<file path="src/rtl/core/rlpg_pkg.sv">
package rlpg_pkg;

    localparam int WORD_W    = 32;
    localparam int DIM_W     = 6;
    localparam int DIM_CNT_W = 7;
    localparam int M_W       = 6;
    localparam int CFG_IDX_W = 8;

    localparam int DEFAULT_MAX_DIMS = 64;

    // command codes
    localparam logic FUNC_LOAD = 1'b0;
    localparam logic FUNC_GEN  = 1'b1;

    // ordering modes
    localparam logic ORDER_NATURAL = 1'b0;
    localparam logic ORDER_RADICAL = 1'b1;

    // configuration register indexes
    localparam logic [CFG_IDX_W-1:0] REG_ORDERING_MODE = CFG_IDX_W'(0);
    localparam logic [CFG_IDX_W-1:0] REG_LOG2_POINTS   = CFG_IDX_W'(1);
    localparam logic [CFG_IDX_W-1:0] REG_DIMS_IN_USE   = CFG_IDX_W'(2);

    localparam logic                 RST_ORDERING_MODE = ORDER_RADICAL;
    localparam logic [M_W-1:0]       RST_LOG2_POINTS   = M_W'(20);
    localparam logic [DIM_CNT_W-1:0] RST_DIMS_IN_USE   = DIM_CNT_W'(64);

    // shift amount that makes the fraction the low product word
    localparam logic [M_W-1:0] RADICAL_SHAMT = M_W'(WORD_W);

    typedef struct packed {
        logic              func;
        logic [WORD_W-1:0] point_index;
        logic [DIM_W-1:0]  entry_dim;
        logic [WORD_W-1:0] entry_generator;
        logic [WORD_W-1:0] entry_shift;
    } cmd_t;

    typedef struct packed {
        logic [WORD_W-1:0] coordinate;
        logic [DIM_W-1:0]  dim_index;
        logic              last;
    } result_t;

    // one dimension issued into the pipeline
    typedef struct packed {
        logic              valid;
        logic              last;
        logic [DIM_W-1:0]  dim;
        logic [WORD_W-1:0] operand;
        logic [M_W-1:0]    shamt;
    } issue_t;

endpackage

</file>
<file path="src/rtl/core/rlpg_pipe.sv">
module rlpg_pipe (
    input  logic                        clk,
    input  logic                        rst_n,
    input  rlpg_pkg::issue_t            issue,
    input  logic [rlpg_pkg::WORD_W-1:0] rd_gen,
    input  logic [rlpg_pkg::WORD_W-1:0] rd_shift,
    output logic                        result_valid,
    output rlpg_pkg::result_t           result
);

    localparam int PROD_W = 2 * rlpg_pkg::WORD_W;
    localparam int WIDE_W = PROD_W + rlpg_pkg::WORD_W;

    // stage 1: lines up with the registered table read
    logic                        s1_valid_reg;
    logic                        s1_last_reg;
    logic [rlpg_pkg::DIM_W-1:0]  s1_dim_reg;
    logic [rlpg_pkg::WORD_W-1:0] s1_operand_reg;
    logic [rlpg_pkg::M_W-1:0]    s1_shamt_reg;

    // stage 2: full product
    logic                        s2_valid_reg;
    logic                        s2_last_reg;
    logic [rlpg_pkg::DIM_W-1:0]  s2_dim_reg;
    logic [rlpg_pkg::M_W-1:0]    s2_shamt_reg;
    logic [PROD_W-1:0]           s2_prod_reg;
    logic [rlpg_pkg::WORD_W-1:0] s2_shift_reg;

    // stage 3: fraction
    logic                        s3_valid_reg;
    logic                        s3_last_reg;
    logic [rlpg_pkg::DIM_W-1:0]  s3_dim_reg;
    logic [rlpg_pkg::WORD_W-1:0] s3_frac_reg, s3_frac_next;
    logic [rlpg_pkg::WORD_W-1:0] s3_shift_reg;

    // stage 4: output register
    logic                        out_valid_reg;
    rlpg_pkg::result_t           out_reg;

    logic [PROD_W-1:0] low_mask;
    logic [WIDE_W-1:0] wide;

    // keep the low m product bits, then read them as m fraction bits truncated to 32
    always_comb
    begin
        low_mask     = ~({PROD_W{1'b1}} << s2_shamt_reg);
        wide         = {s2_prod_reg & low_mask, {rlpg_pkg::WORD_W{1'b0}}} >> s2_shamt_reg;
        s3_frac_next = wide[rlpg_pkg::WORD_W-1:0];
    end

    always_ff @(posedge clk or negedge rst_n)
    begin
        if (!rst_n)
        begin
            s1_valid_reg  <= 1'b0;
            s2_valid_reg  <= 1'b0;
            s3_valid_reg  <= 1'b0;
            out_valid_reg <= 1'b0;
        end
        else
        begin
            s1_valid_reg  <= issue.valid;
            s2_valid_reg  <= s1_valid_reg;
            s3_valid_reg  <= s2_valid_reg;
            out_valid_reg <= s3_valid_reg;
        end
    end

    always_ff @(posedge clk)
    begin
        s1_last_reg    <= issue.last;
        s1_dim_reg     <= issue.dim;
        s1_operand_reg <= issue.operand;
        s1_shamt_reg   <= issue.shamt;

        s2_last_reg  <= s1_last_reg;
        s2_dim_reg   <= s1_dim_reg;
        s2_shamt_reg <= s1_shamt_reg;
        s2_prod_reg  <= PROD_W'(s1_operand_reg) * PROD_W'(rd_gen);
        s2_shift_reg <= rd_shift;

        s3_last_reg  <= s2_last_reg;
        s3_dim_reg   <= s2_dim_reg;
        s3_frac_reg  <= s3_frac_next;
        s3_shift_reg <= s2_shift_reg;

        out_reg.coordinate <= s3_frac_reg + s3_shift_reg;
        out_reg.dim_index  <= s3_dim_reg;
        out_reg.last       <= s3_last_reg;
    end

    assign result_valid = out_valid_reg;
    assign result       = out_reg;

endmodule

</file>
<file path="config.mk">
export PLATFORM = sky130hd
export DESIGN_NAME = rlpg_pipe
export DESIGN_NICKNAME = d
export VERILOG_FILES = /design/src/rtl/core/rlpg_pkg.sv /design/src/rtl/core/rlpg_pipe.sv
export SDC_FILE = /design/constraint.sdc
export NUM_CORES = 2
export LEC_CHECK = 0
export BUFFER_PORTS_ARGS = -buffer_cell sky130_fd_sc_hd__buf_2
export CORE_MARGIN = 10
export CORE_UTILIZATION = 25
export DETAILED_ROUTE_END_ITERATION = 10
export GPL_TIMING_DRIVEN = 0
export PLACE_DENSITY_LB_ADDON = 0.05
export SYNTH_ARGS = -nofsm -noshare
export SYNTH_HDL_FRONTEND = slang
export SYNTH_SLANG_ARGS = --single-unit
</file>
<file path="constraint.sdc">
create_clock -name clk -period 19.1 [get_ports clk]
set_clock_uncertainty 0.05 [all_clocks]
set_input_delay 0.955 -clock clk [delete_from_list [all_inputs] [get_ports clk]]
set_output_delay 0.955 -clock clk [all_outputs]
set_load 0.02 [all_outputs]
</file>
==> results.md <==
* Status: finished, final reports clean
* TNS Setup at 0 ns
* Reg clk slew, reported paths at 0.06 ns
* Area growth syn-to-layout at 11.2%
* Post CTS Setup Buffer Count at 0
* Total gr overflow at 0
* Chip height at 440 µm
* RSZ-0062 raised after global routing: no
* Final ANT Viol Nets at 0
* Max H-tree Level at 2
* Clock Latency Late Sink at 0.65 ns
* Reg2reg path depth at 24
* Worst min path class: in2async
* FF-to-FF End: s2_prod_reg[62]
* CTS tree: yes
* R2R Setup Slk at 9.83 ns
* CTS root buf: clkbuf_16
* Router iterations before antenna repair at 5
* Fin crit period at 9.28 ns
* #FFs+latches synth at 267
* R2r startpoint: s1_operand_reg[14]
* Worst-margin pin slew at between 1 and 1.5 ns
* Async SR Flop Fraction at 1.50%
* Vias in the first global route at 37,300
* Slew Viols, Final at 0
* Crit share post-route at 48.6%
* Layout Utilization at 27.9%
* CTS resizes at 0
* Post-synthesis cell type count at 88
* Share of cells above drive strength 1 at 5.97%
* IO Port Bufs at around 150
* Vias post-DR at 34,300
* Gp weighted congestion at 0.902
* Die width at 440 µm
* Slew HR at under 10%
* Total track usage at a little over a fifth
* Hold-fix buffers, CTS at 0
* Syn_nets at around 6,100
* Pin count of the biggest net entering global routing at 14
* Maximum root-to-sink buffer count at 3
* Core Footprint at 0.176 mm²
* CP Capture Type: register
* Post-synth EDFFs at 0
* Hold slack final at approximately 0.10 ns
* Max reg flops at 63
* Initial Utilization at 25.1%
* IO Count at 152
* Final hold vios at 0
* Seq/Total Area, Yosys at 12.2%
* Full die area at just under 0.2 mm²
* Final setup fails at 0
* DRT Wirelength at about 200 mm
* PnR worst setup slack at roughly 9.8 ns
* Drt via density at 4.64
* Sink Count at 267
* Syn Area/Cell at 9.17 µm²
* Initial antenna violation count at 23
* Synthesized instance count at 4,812
* Main synth FF type: dfxtp_1
* Fmax at roughly 110 MHz
* DRT iter0 DRCs at just over 2,000
* DRC Markers at 0
* CP required at 19.52 ns
* CP max FO at 10
* Nets@finish at about 6,300
* Total CTS buffers at 36
* Syn Std Cell Area at between 0.04 and 0.05 mm²
* Yosys Warn Count at 0
* First-pass GRT wire length at 291 mm
* WL per Instance at around 28 µm
* Worst Setup Slack post-DPL at 9.19 ns
* Hpwl dp at roughly 170 mm
* Element type at the critical path start: primary input
* Critical path type: in2reg
* CP arrival at 9.70 ns
* Core Rows at 154
* Max-cap violation count at 0
-- cell usage after synthesis (all sizes together) (5+ instances only) --
cell	count	area, µm²
o211ai	21	158
nand4	19	119
o21a	9	67.6
a311oi	11	109
a21oi	151	771
mux2i	86	861
a31oi	21	144
o21ai	120	604
or3	8	50.1
nor4	8	50.1
a21o	39	294
o22ai	5	31.3
mux2	24	270
o2111ai	6	58.8
inv	908	3410
fa	896	17900
nor2	102	383
o211a	6	60.1
a2111oi	8	145
a221o	6	60.1
nor3	39	195
clkbuf	245	925
a211o	9	80.1
o221ai	13	114
and3	13	81.3
xor2	23	201
nand2	596	2240
dfxtp	263	5270
a21boi	7	56.3
nand2b	11	71.3
xnor2	61	534
nor2b	9	56.3
and2	568	3550
o21bai	20	150
nand3	57	285
o31ai	13	111
buf	40	183
a211oi	18	135
mux4	5	113
ha	288	3600
-- layout make-up --
type	count	area, µm²
fill	19200	127000
multi-input combinational	3351	34200
sequential	267	5370
inverter	909	3410
tap	2340	2930
buffer	285	1110
clock buffer	43	967
timing repair buffer	151	756
clock inverter	22	251
antenna	11	27.5
-- worst max-delay path, stage by stage --
cell and delay (ns):
buf_2 0.24, clkbuf_1 1.02, and2_1 0.32, fa_1 0.45, fa_1 0.64, inv_1 0.10, fa_1 0.51, fa_1 0.52
inv_1 0.06, fa_1 0.57, fa_1 0.43, fa_1 0.49, inv_1 0.09, fa_1 0.53, inv_1 0.05, ha_1 0.26
clkbuf_1 0.33, nand2_1 0.15, nor4_1 0.59, o21ai_0 0.19, nor2_1 0.31, o41a_2 0.20, nand2b_2 0.19, a21oi_1 0.09
o311ai_1 0.38
-- routing by layer --
metal  vias up  GRT usage (%)  wire length (µm)
li1      15100              -                 -
met1     18200           29.2             94700
met2       800           35.8             98800
met3       141           2.09              8010
met4         2           3.83              3990
met5         -              0                13
-- metrics by stage --
stage / area [µm²] / std cells
after CTS: 49000 / 7368
after global placement: 47800 / 7303
after global routing: 49000 / 7368
after detailed placement: 47800 / 7303
final: 49100 / 7379
after floorplan: 44100 / 4812
-- cell usage in the layout (no fill, tap or decap), types with 20 or more instances in the layout --
| cell | n |
|---|---|
| xor2_1 | 23 |
| nor3_1 | 39 |
| ha_1 | 288 |
| inv_1 | 908 |
| o211ai_1 | 21 |
| a21o_1 | 38 |
| fa_1 | 896 |
| nand2_1 | 596 |
| o21bai_1 | 20 |
| a21oi_1 | 147 |
| and2_1 | 568 |
| o21ai_0 | 117 |
| buf_2 | 171 |
| clkbuf_1 | 243 |
| mux2_2 | 24 |
| clkbuf_16 | 36 |
| nand3_1 | 57 |
| xnor2_1 | 61 |
| mux2i_1 | 86 |
| nor2_1 | 102 |
| dfxtp_1 | 263 |
-- logic make-up (layout without fill, tap and decap cells) --
logic type | Yosys count | after routing | share of synthesized area (%)
buf+inv | 1194 | 1410 | 10.2
flops | 267 | 267 | 12.2
mux | 115 | 115 | 2.82
other cells | 0 | 11 | 0
compound gates | 523 | 523 | 7.98
fa+ha+maj | 1184 | 1184 | 48.8
simple gates | 1445 | 1445 | 16.3
xor+xnor | 84 | 84 | 1.67
-- how the worst max path moves through the flow --
stage                                  start  cells after the start         endpoint
after floorplan                    rd_gen[8]                     24  s2_prod_reg[53]
after global placement            rd_gen[13]                     25  s2_prod_reg[61]
after detailed placement          rd_gen[13]                     25  s2_prod_reg[61]
after CTS                 s1_operand_reg[11]                     23  s2_prod_reg[61]
after global routing       s1_operand_reg[7]                     22  s2_prod_reg[61]
final                             rd_gen[13]                     25  s2_prod_reg[53]
Power is not shown: default switching activity piles up to over one toggle a cycle in this logic, so the estimate is an artifact.
