### config.mk
export PLATFORM = sky130hd
export DESIGN_NAME = rlpg_seq
export DESIGN_NICKNAME = d
export VERILOG_FILES = /design/src/rtl/core/rlpg_pkg.sv /design/src/rtl/core/rlpg_seq.sv
export SDC_FILE = /design/constraint.sdc
export NUM_CORES = 1
export LEC_CHECK = 0
export ABC_AREA = 1
export BUFFER_PORTS_ARGS = -buffer_cell sky130_fd_sc_hd__clkbuf_2
export CAP_MARGIN = 20
export CORE_UTILIZATION = 41
export CTS_BUF_LIST = sky130_fd_sc_hd__clkbuf_16
export CTS_CLUSTER_SIZE = 40
export DETAILED_ROUTE_END_ITERATION = 10
export HOLD_SLACK_MARGIN = 0.06
export PLACE_DENSITY = 0.81
export SLEW_MARGIN = 20
export SYNTH_ARGS = -nofsm -noshare
export SYNTH_HDL_FRONTEND = slang
export SYNTH_SLANG_ARGS = --single-unit
### constraint.sdc
create_clock -name clk -period 2.25 [get_ports clk]
set_input_delay 0.45 -clock clk [delete_from_list [all_inputs] [get_ports clk]]
set_output_delay 0.45 -clock clk [all_outputs]
set_load 0.05 [all_outputs]
### src/rtl/core/rlpg_pkg.sv
package rlpg_pkg;

    localparam int WORD_W    = 32;
    localparam int DIM_W     = 6;
    localparam int DIM_CNT_W = 7;
    localparam int M_W       = 6;
    localparam int CFG_IDX_W = 8;

    localparam int DEFAULT_MAX_DIMS = 64;

    // command codes
    localparam logic FUNC_LOAD = 1'b0;
    localparam logic FUNC_GEN  = 1'b1;

    // ordering modes
    localparam logic ORDER_NATURAL = 1'b0;
    localparam logic ORDER_RADICAL = 1'b1;

    // configuration register indexes
    localparam logic [CFG_IDX_W-1:0] REG_ORDERING_MODE = CFG_IDX_W'(0);
    localparam logic [CFG_IDX_W-1:0] REG_LOG2_POINTS   = CFG_IDX_W'(1);
    localparam logic [CFG_IDX_W-1:0] REG_DIMS_IN_USE   = CFG_IDX_W'(2);

    localparam logic                 RST_ORDERING_MODE = ORDER_RADICAL;
    localparam logic [M_W-1:0]       RST_LOG2_POINTS   = M_W'(20);
    localparam logic [DIM_CNT_W-1:0] RST_DIMS_IN_USE   = DIM_CNT_W'(64);

    // shift amount that makes the fraction the low product word
    localparam logic [M_W-1:0] RADICAL_SHAMT = M_W'(WORD_W);

    typedef struct packed {
        logic              func;
        logic [WORD_W-1:0] point_index;
        logic [DIM_W-1:0]  entry_dim;
        logic [WORD_W-1:0] entry_generator;
        logic [WORD_W-1:0] entry_shift;
    } cmd_t;

    typedef struct packed {
        logic [WORD_W-1:0] coordinate;
        logic [DIM_W-1:0]  dim_index;
        logic              last;
    } result_t;

    // one dimension issued into the pipeline
    typedef struct packed {
        logic              valid;
        logic              last;
        logic [DIM_W-1:0]  dim;
        logic [WORD_W-1:0] operand;
        logic [M_W-1:0]    shamt;
    } issue_t;

endpackage

### src/rtl/core/rlpg_seq.sv
module rlpg_seq #(
    parameter int MAX_DIMS = rlpg_pkg::DEFAULT_MAX_DIMS,
    parameter int ADDR_W   = (MAX_DIMS > 1) ? $clog2(MAX_DIMS) : 1
) (
    input  logic                           clk,
    input  logic                           rst_n,
    input  logic                           start,
    input  rlpg_pkg::cmd_t                 cmd,
    input  logic                           ordering_mode,
    input  logic [rlpg_pkg::M_W-1:0]       log2_points,
    input  logic [rlpg_pkg::DIM_CNT_W-1:0] dims_in_use,
    output logic                           busy,
    output logic                           wr_en,
    output logic [ADDR_W-1:0]              wr_addr,
    output logic [ADDR_W-1:0]              rd_addr,
    output rlpg_pkg::issue_t               issue
);

    localparam logic [rlpg_pkg::DIM_CNT_W-1:0] DIMS_MAX = rlpg_pkg::DIM_CNT_W'(MAX_DIMS);

    logic                           busy_reg, busy_next;
    logic [rlpg_pkg::DIM_CNT_W-1:0] j_reg, j_next;
    logic [rlpg_pkg::DIM_CNT_W-1:0] n_reg, n_next;
    logic [rlpg_pkg::WORD_W-1:0]    operand_reg, operand_next;
    logic [rlpg_pkg::M_W-1:0]       shamt_reg, shamt_next;

    logic                           accept;
    logic [rlpg_pkg::DIM_CNT_W-1:0] n_sat;
    logic [rlpg_pkg::WORD_W-1:0]    k_rev;
    logic                           last_issue;

    assign accept = start && !busy_reg;
    assign n_sat  = (dims_in_use > DIMS_MAX) ? DIMS_MAX : dims_in_use;

    always_comb
    begin
        for (int i = 0; i < rlpg_pkg::WORD_W; i++)
        begin
            k_rev[i] = cmd.point_index[rlpg_pkg::WORD_W-1-i];
        end
    end

    assign last_issue = (j_reg + rlpg_pkg::DIM_CNT_W'(1)) == n_reg;

    // table load on a load transfer; dimensions past the table are dropped
    assign wr_en   = accept && (cmd.func == rlpg_pkg::FUNC_LOAD)
                     && ({1'b0, cmd.entry_dim} < DIMS_MAX);
    assign wr_addr = cmd.entry_dim[ADDR_W-1:0];

    always_comb
    begin
        busy_next    = busy_reg;
        j_next       = j_reg;
        n_next       = n_reg;
        operand_next = operand_reg;
        shamt_next   = shamt_reg;
        if (busy_reg)
        begin
            j_next = j_reg + rlpg_pkg::DIM_CNT_W'(1);
            if (last_issue)
            begin
                busy_next = 1'b0;
            end
        end
        else if (accept && (cmd.func == rlpg_pkg::FUNC_GEN) && (n_sat != '0))
        begin
            busy_next = 1'b1;
            j_next    = '0;
            n_next    = n_sat;
            if (ordering_mode == rlpg_pkg::ORDER_RADICAL)
            begin
                operand_next = k_rev;
                shamt_next   = rlpg_pkg::RADICAL_SHAMT;
            end
            else
            begin
                operand_next = cmd.point_index;
                shamt_next   = log2_points;
            end
        end
    end

    always_ff @(posedge clk or negedge rst_n)
    begin
        if (!rst_n)
        begin
            busy_reg <= 1'b0;
            j_reg    <= '0;
        end
        else
        begin
            busy_reg <= busy_next;
            j_reg    <= j_next;
        end
    end

    always_ff @(posedge clk)
    begin
        n_reg       <= n_next;
        operand_reg <= operand_next;
        shamt_reg   <= shamt_next;
    end

    assign busy          = busy_reg;
    assign rd_addr       = j_reg[ADDR_W-1:0];
    assign issue.valid   = busy_reg;
    assign issue.last    = last_issue;
    assign issue.dim     = j_reg[rlpg_pkg::DIM_W-1:0];
    assign issue.operand = operand_reg;
    assign issue.shamt   = shamt_reg;

endmodule

==> qor_table.md <==
| Result | Value | Unit |
|:---|:---|:---|
| Status | finished clean | - |
| RSZ-0062 raised after global routing | yes | - |
| Via count normalized by instance count | 4.653 | - |
| Die Width | 80.94 | µm |
| Vertical die dimension | 80.94 | µm |
| IO Port Bufs | 103 | - |
| Yosys cell types | 23 | - |
| Count of flip-flops with a built-in enable after synthesis | 45 | - |
| Slowest CP cell | sky130_fd_sc_hd__dfrtp_1 | - |
| Timing-limited maximum frequency | 0.4547 | GHz |
| Element type at the critical path end | output port | - |
| Area Growth Syn to Fin | 29.09 | % |
| Floorplan core area | 5956 | µm² |
| Critical path required time | 1.80 | ns |
| Flip-flop and latch count after synthesis | 53 | - |
| Number of nets with antenna violations after detailed routing | 0 | - |
| Minimum clock period after layout | 2.199 | ns |
| Worst Hold End | n_reg[6]$_DFFE_PP_ | - |
| Wire length of the first global-routing pass | 8.507 | mm |
| Vias | 2038 | - |
| Net Count, Synth | 390 | - |
| Crit path max fanout | 4 | - |
| Antenna violations before repair | 0 | - |
| Final cell count without fillers | 438 | - |
| Length in cells of the worst reg-to-reg path | 5 | - |
| Sort of element at the start of the critical path | flip-flop | - |
| Sequential area share after synthesis | 0.6072 | - |
| Final slew viol count | 0 | - |
| Final routed wire length divided by cell count | 12.11 | µm |
| Fin. Hold Viols | 0 | - |
| Max transition margin | 0.7207 | - |
| Number of buffers inserted during clock tree synthesis | 5 | - |
| Most used flip-flop cell after synthesis | sky130_fd_sc_hd__edfxtp_1 | - |
| Sequence of cells on the critical path | ha_4 -> nand2_4 -> nor2_4 -> nand2_1 -> nand2_1 -> nand2_1 -> nand2_1 -> nand2_1 -> nor2_1 -> nand2_1 -> inv_2 -> buf_8 | - |
| Top Ports | 180 | - |
| Startpoint of the lowest-slack register-to-register path | busy$_DFF_PN0_ | - |
| GPL Wtd Cong | 0.8629 | - |
| Fraction of layout cells with a size suffix above 1 | 0.3802 | - |
| Critical register-to-register path endpoint | n_reg[6]$_DFFE_PP_ | - |
| Die area | 6551 | µm² |
| Syn Inst Count | 269 | - |
| Clock edge transition at the registers on the reported setup and hold paths | 0.07 | ns |
| Worst reg-to-reg setup slack | 0.62 | ns |
| Power after layout | 2.636 | mW |
| Worst min-delay path category | in2reg | - |
| Fraction of registers with async set or reset after synthesis | 0.1509 | - |
| Yosys synthesis warning count | 0 | - |
| Reported leakage power | 1.594 | nW |
| Routed wire length | 5.305 | mm |
| Maximum number of buffers from clock root to sink | 2 | - |
| Post-detailed-route DRC marker count | 0 | - |
| CP max stage delay | 0.41 | ns |
| Antenna diodes | 0 | - |
| Final setup violating endpoints | 0 | - |
| Clock network latency to the later pin of the worst-skew pair | 0.28 | ns |
| Maximum ir drop on the vdd rail | 596.1 | µV |
| Clock tree from TritonCTS | yes | - |
| Global route overflow | 0 | - |
| First-pass iteration count of the detailed router | 4 | - |
| Syn avg cell area | 9.498 | µm² |
| H-tree lvl count | 2 | - |
| Total track usage | 0.1716 | - |
| Clock tree root driver cell | sky130_fd_sc_hd__clkbuf_16 | - |
| Detailed placement HPWL | 3.995 | mm |
| Transition time of the tightest slew-check pin | 0.4190 | ns |
| Via count of the first global-routing pass | 1959 | - |
| Effective utilization at floorplan | 0.4290 | - |
| Core Rows | 28 | - |
| Worst hold path depth | 1 | - |
| Tcrit/Tclk final | 0.9773 | - |
| Endpoint arrival time on the critical path | 1.75 | ns |
| Crit Path Category | reg2out | - |
| Ratio of total power to cell area | 799.1 | nW/µm² |
| Combined area of all synthesized cells | 2555 | µm² |
| MaxCap Viol Count | 0 | - |
| Worst Min Path Start | dims_in_use[6] | - |
| Pin count of the biggest net entering global routing | 46 | - |
| Clk_skew | 0.006311 | ns |
| Flip-flop count of the largest register, all copies and words added | 32 | - |
| Iteration-0 DRC count of the detailed router | 59 | - |
| Number of sinks on the clock net | 53 | - |
| # nets final | 483 | - |
| Placed Instances | 424 | - |
| Most repeated library cell on the critical path | sky130_fd_sc_hd__nand2_1 | - |
-- cell usage after synthesis, types with 2 or more instances --
cell | instances | area (µm²)
sky130_fd_sc_hd__o21ai_1 | 3 | 15.01
sky130_fd_sc_hd__nand3b_1 | 3 | 22.52
sky130_fd_sc_hd__o22ai_1 | 4 | 25.02
sky130_fd_sc_hd__nand3_1 | 7 | 35.03
sky130_fd_sc_hd__buf_4 | 20 | 150.1
sky130_fd_sc_hd__nand2_1 | 68 | 255.2
sky130_fd_sc_hd__clkbuf_1 | 7 | 26.28
sky130_fd_sc_hd__dfrtp_1 | 8 | 200.2
sky130_fd_sc_hd__inv_2 | 2 | 7.510
sky130_fd_sc_hd__o21ai_0 | 32 | 160.2
sky130_fd_sc_hd__nor3_1 | 3 | 15.01
sky130_fd_sc_hd__nor2_1 | 16 | 60.06
sky130_fd_sc_hd__edfxtp_1 | 45 | 1351
sky130_fd_sc_hd__inv_1 | 42 | 157.7
-- logic make-up (layout without fill, tap and decap cells) --
family / Yosys count / in the layout / synth area share
buffers and inverters: 72 / 166 / 0.1357
DFF: 53 / 53 / 0.6072
xor gates and xnor gates: 2 / 2 / 0.006857
and+or+nand+nor: 101 / 101 / 0.1636
adders and majority gates: 1 / 1 / 0.004896
AOI/OAI and AO/OA: 40 / 40 / 0.08178
-- through the flow --
| step | utilization | setup slack, ns | instance area, µm² | setup TNS [ns] | hold slack (ns) |
|---|---|---|---|---|---|
| global route | 0.5538 | -0.08291 | 3298 | -0.08291 | 0.4105 |
| detailed placement | 0.5099 | 0.1569 | 3037 | 0 | 0.3040 |
| global placement | 0.5099 | 0.2068 | 3037 | 0 | 0.2986 |
| CTS | 0.5397 | 0.0005195 | 3214 | 0 | 0.4096 |
| floorplan | - | 0.01250 | 2559 | 0 | 0.1544 |
| finish | 0.5538 | 0.05097 | 3298 | 0 | 0.4068 |
-- cell usage in the layout (no fill, tap or decap), types with 2 or more instances in the layout --
| cell type | count |
|---|---|
| sky130_fd_sc_hd__nor2_4 | 2 |
| sky130_fd_sc_hd__clkbuf_2 | 102 |
| sky130_fd_sc_hd__dfrtp_2 | 2 |
| sky130_fd_sc_hd__o22ai_1 | 4 |
| sky130_fd_sc_hd__inv_1 | 40 |
| sky130_fd_sc_hd__inv_2 | 3 |
| sky130_fd_sc_hd__buf_4 | 7 |
| sky130_fd_sc_hd__o21ai_1 | 3 |
| sky130_fd_sc_hd__nor2_1 | 14 |
| sky130_fd_sc_hd__nand2_1 | 65 |
| sky130_fd_sc_hd__nand3_1 | 6 |
| sky130_fd_sc_hd__nand2_2 | 3 |
| sky130_fd_sc_hd__clkbuf_16 | 5 |
| sky130_fd_sc_hd__nor3_1 | 3 |
| sky130_fd_sc_hd__edfxtp_1 | 45 |
| sky130_fd_sc_hd__buf_6 | 2 |
| sky130_fd_sc_hd__nand3b_1 | 3 |
| sky130_fd_sc_hd__dfrtp_1 | 6 |
| sky130_fd_sc_hd__o21ai_0 | 32 |
-- worst max-delay path by stage --
stage                    startpoint        end  cells past startpoint
2_1_floorplan        busy$_DFF_PN0_      wr_en                      1
3_3_place_gp   j_reg[0]$_DFFE_PN0P_  issue[44]                      9
3_5_place_dp   j_reg[0]$_DFFE_PN0P_  issue[44]                      9
4_1_cts        j_reg[0]$_DFFE_PN0P_  issue[44]                      9
5_1_grt        j_reg[1]$_DFFE_PN0P_  issue[44]                     12
6_report       j_reg[1]$_DFFE_PN0P_  issue[44]                     12
-- layout make-up --
| cell class | count | area [µm²] |
|---|---|---|
| clock inverter | 3 | 21.27 |
| tap | 75 | 93.84 |
| multi-input combinational | 144 | 704.4 |
| inverter | 44 | 168.9 |
| fill | 556 | 2658 |
| clock buffer | 5 | 125.1 |
| timing repair buffer | 114 | 630.6 |
| sequential | 53 | 1554 |
-- routing by layer --
metal / vias to the layer above / GRT usage / routed length (µm)
met1: 905 / 0.1735 / 1987
met5: - / 0 / 0
met2: 95 / 0.3025 / 2577
met3: 6 / 0.09775 / 672
li1: 1032 / - / -
met4: 0 / 0.04286 / 67
-- worst max-delay path, delay by kind of cell, from the launching register on --
kind | cells | cell delay, ns
and+or+nand+nor | 9 | 0.66
DFF | 1 | 0.41
buffers and inverters | 2 | 0.21
adders and majority gates | 1 | 0.18
-- timing repair --
item                                   CTS  global route
setup endpoints to repair                1             1
endpoints found under the hold margin    8             0
hold buffers                             1             0
gates resized for setup                  3            15
buffers inserted                         0             5
pin swaps                                0            10
-- power by group --
group	switching [mW]	internal (mW)	total [mW]
clock network	0.345	0.415	0.760
logic	0.475	0.233	0.708
registers	0.0499	1.12	1.17
No activity file was read; power rests on OpenSTA's default activity.
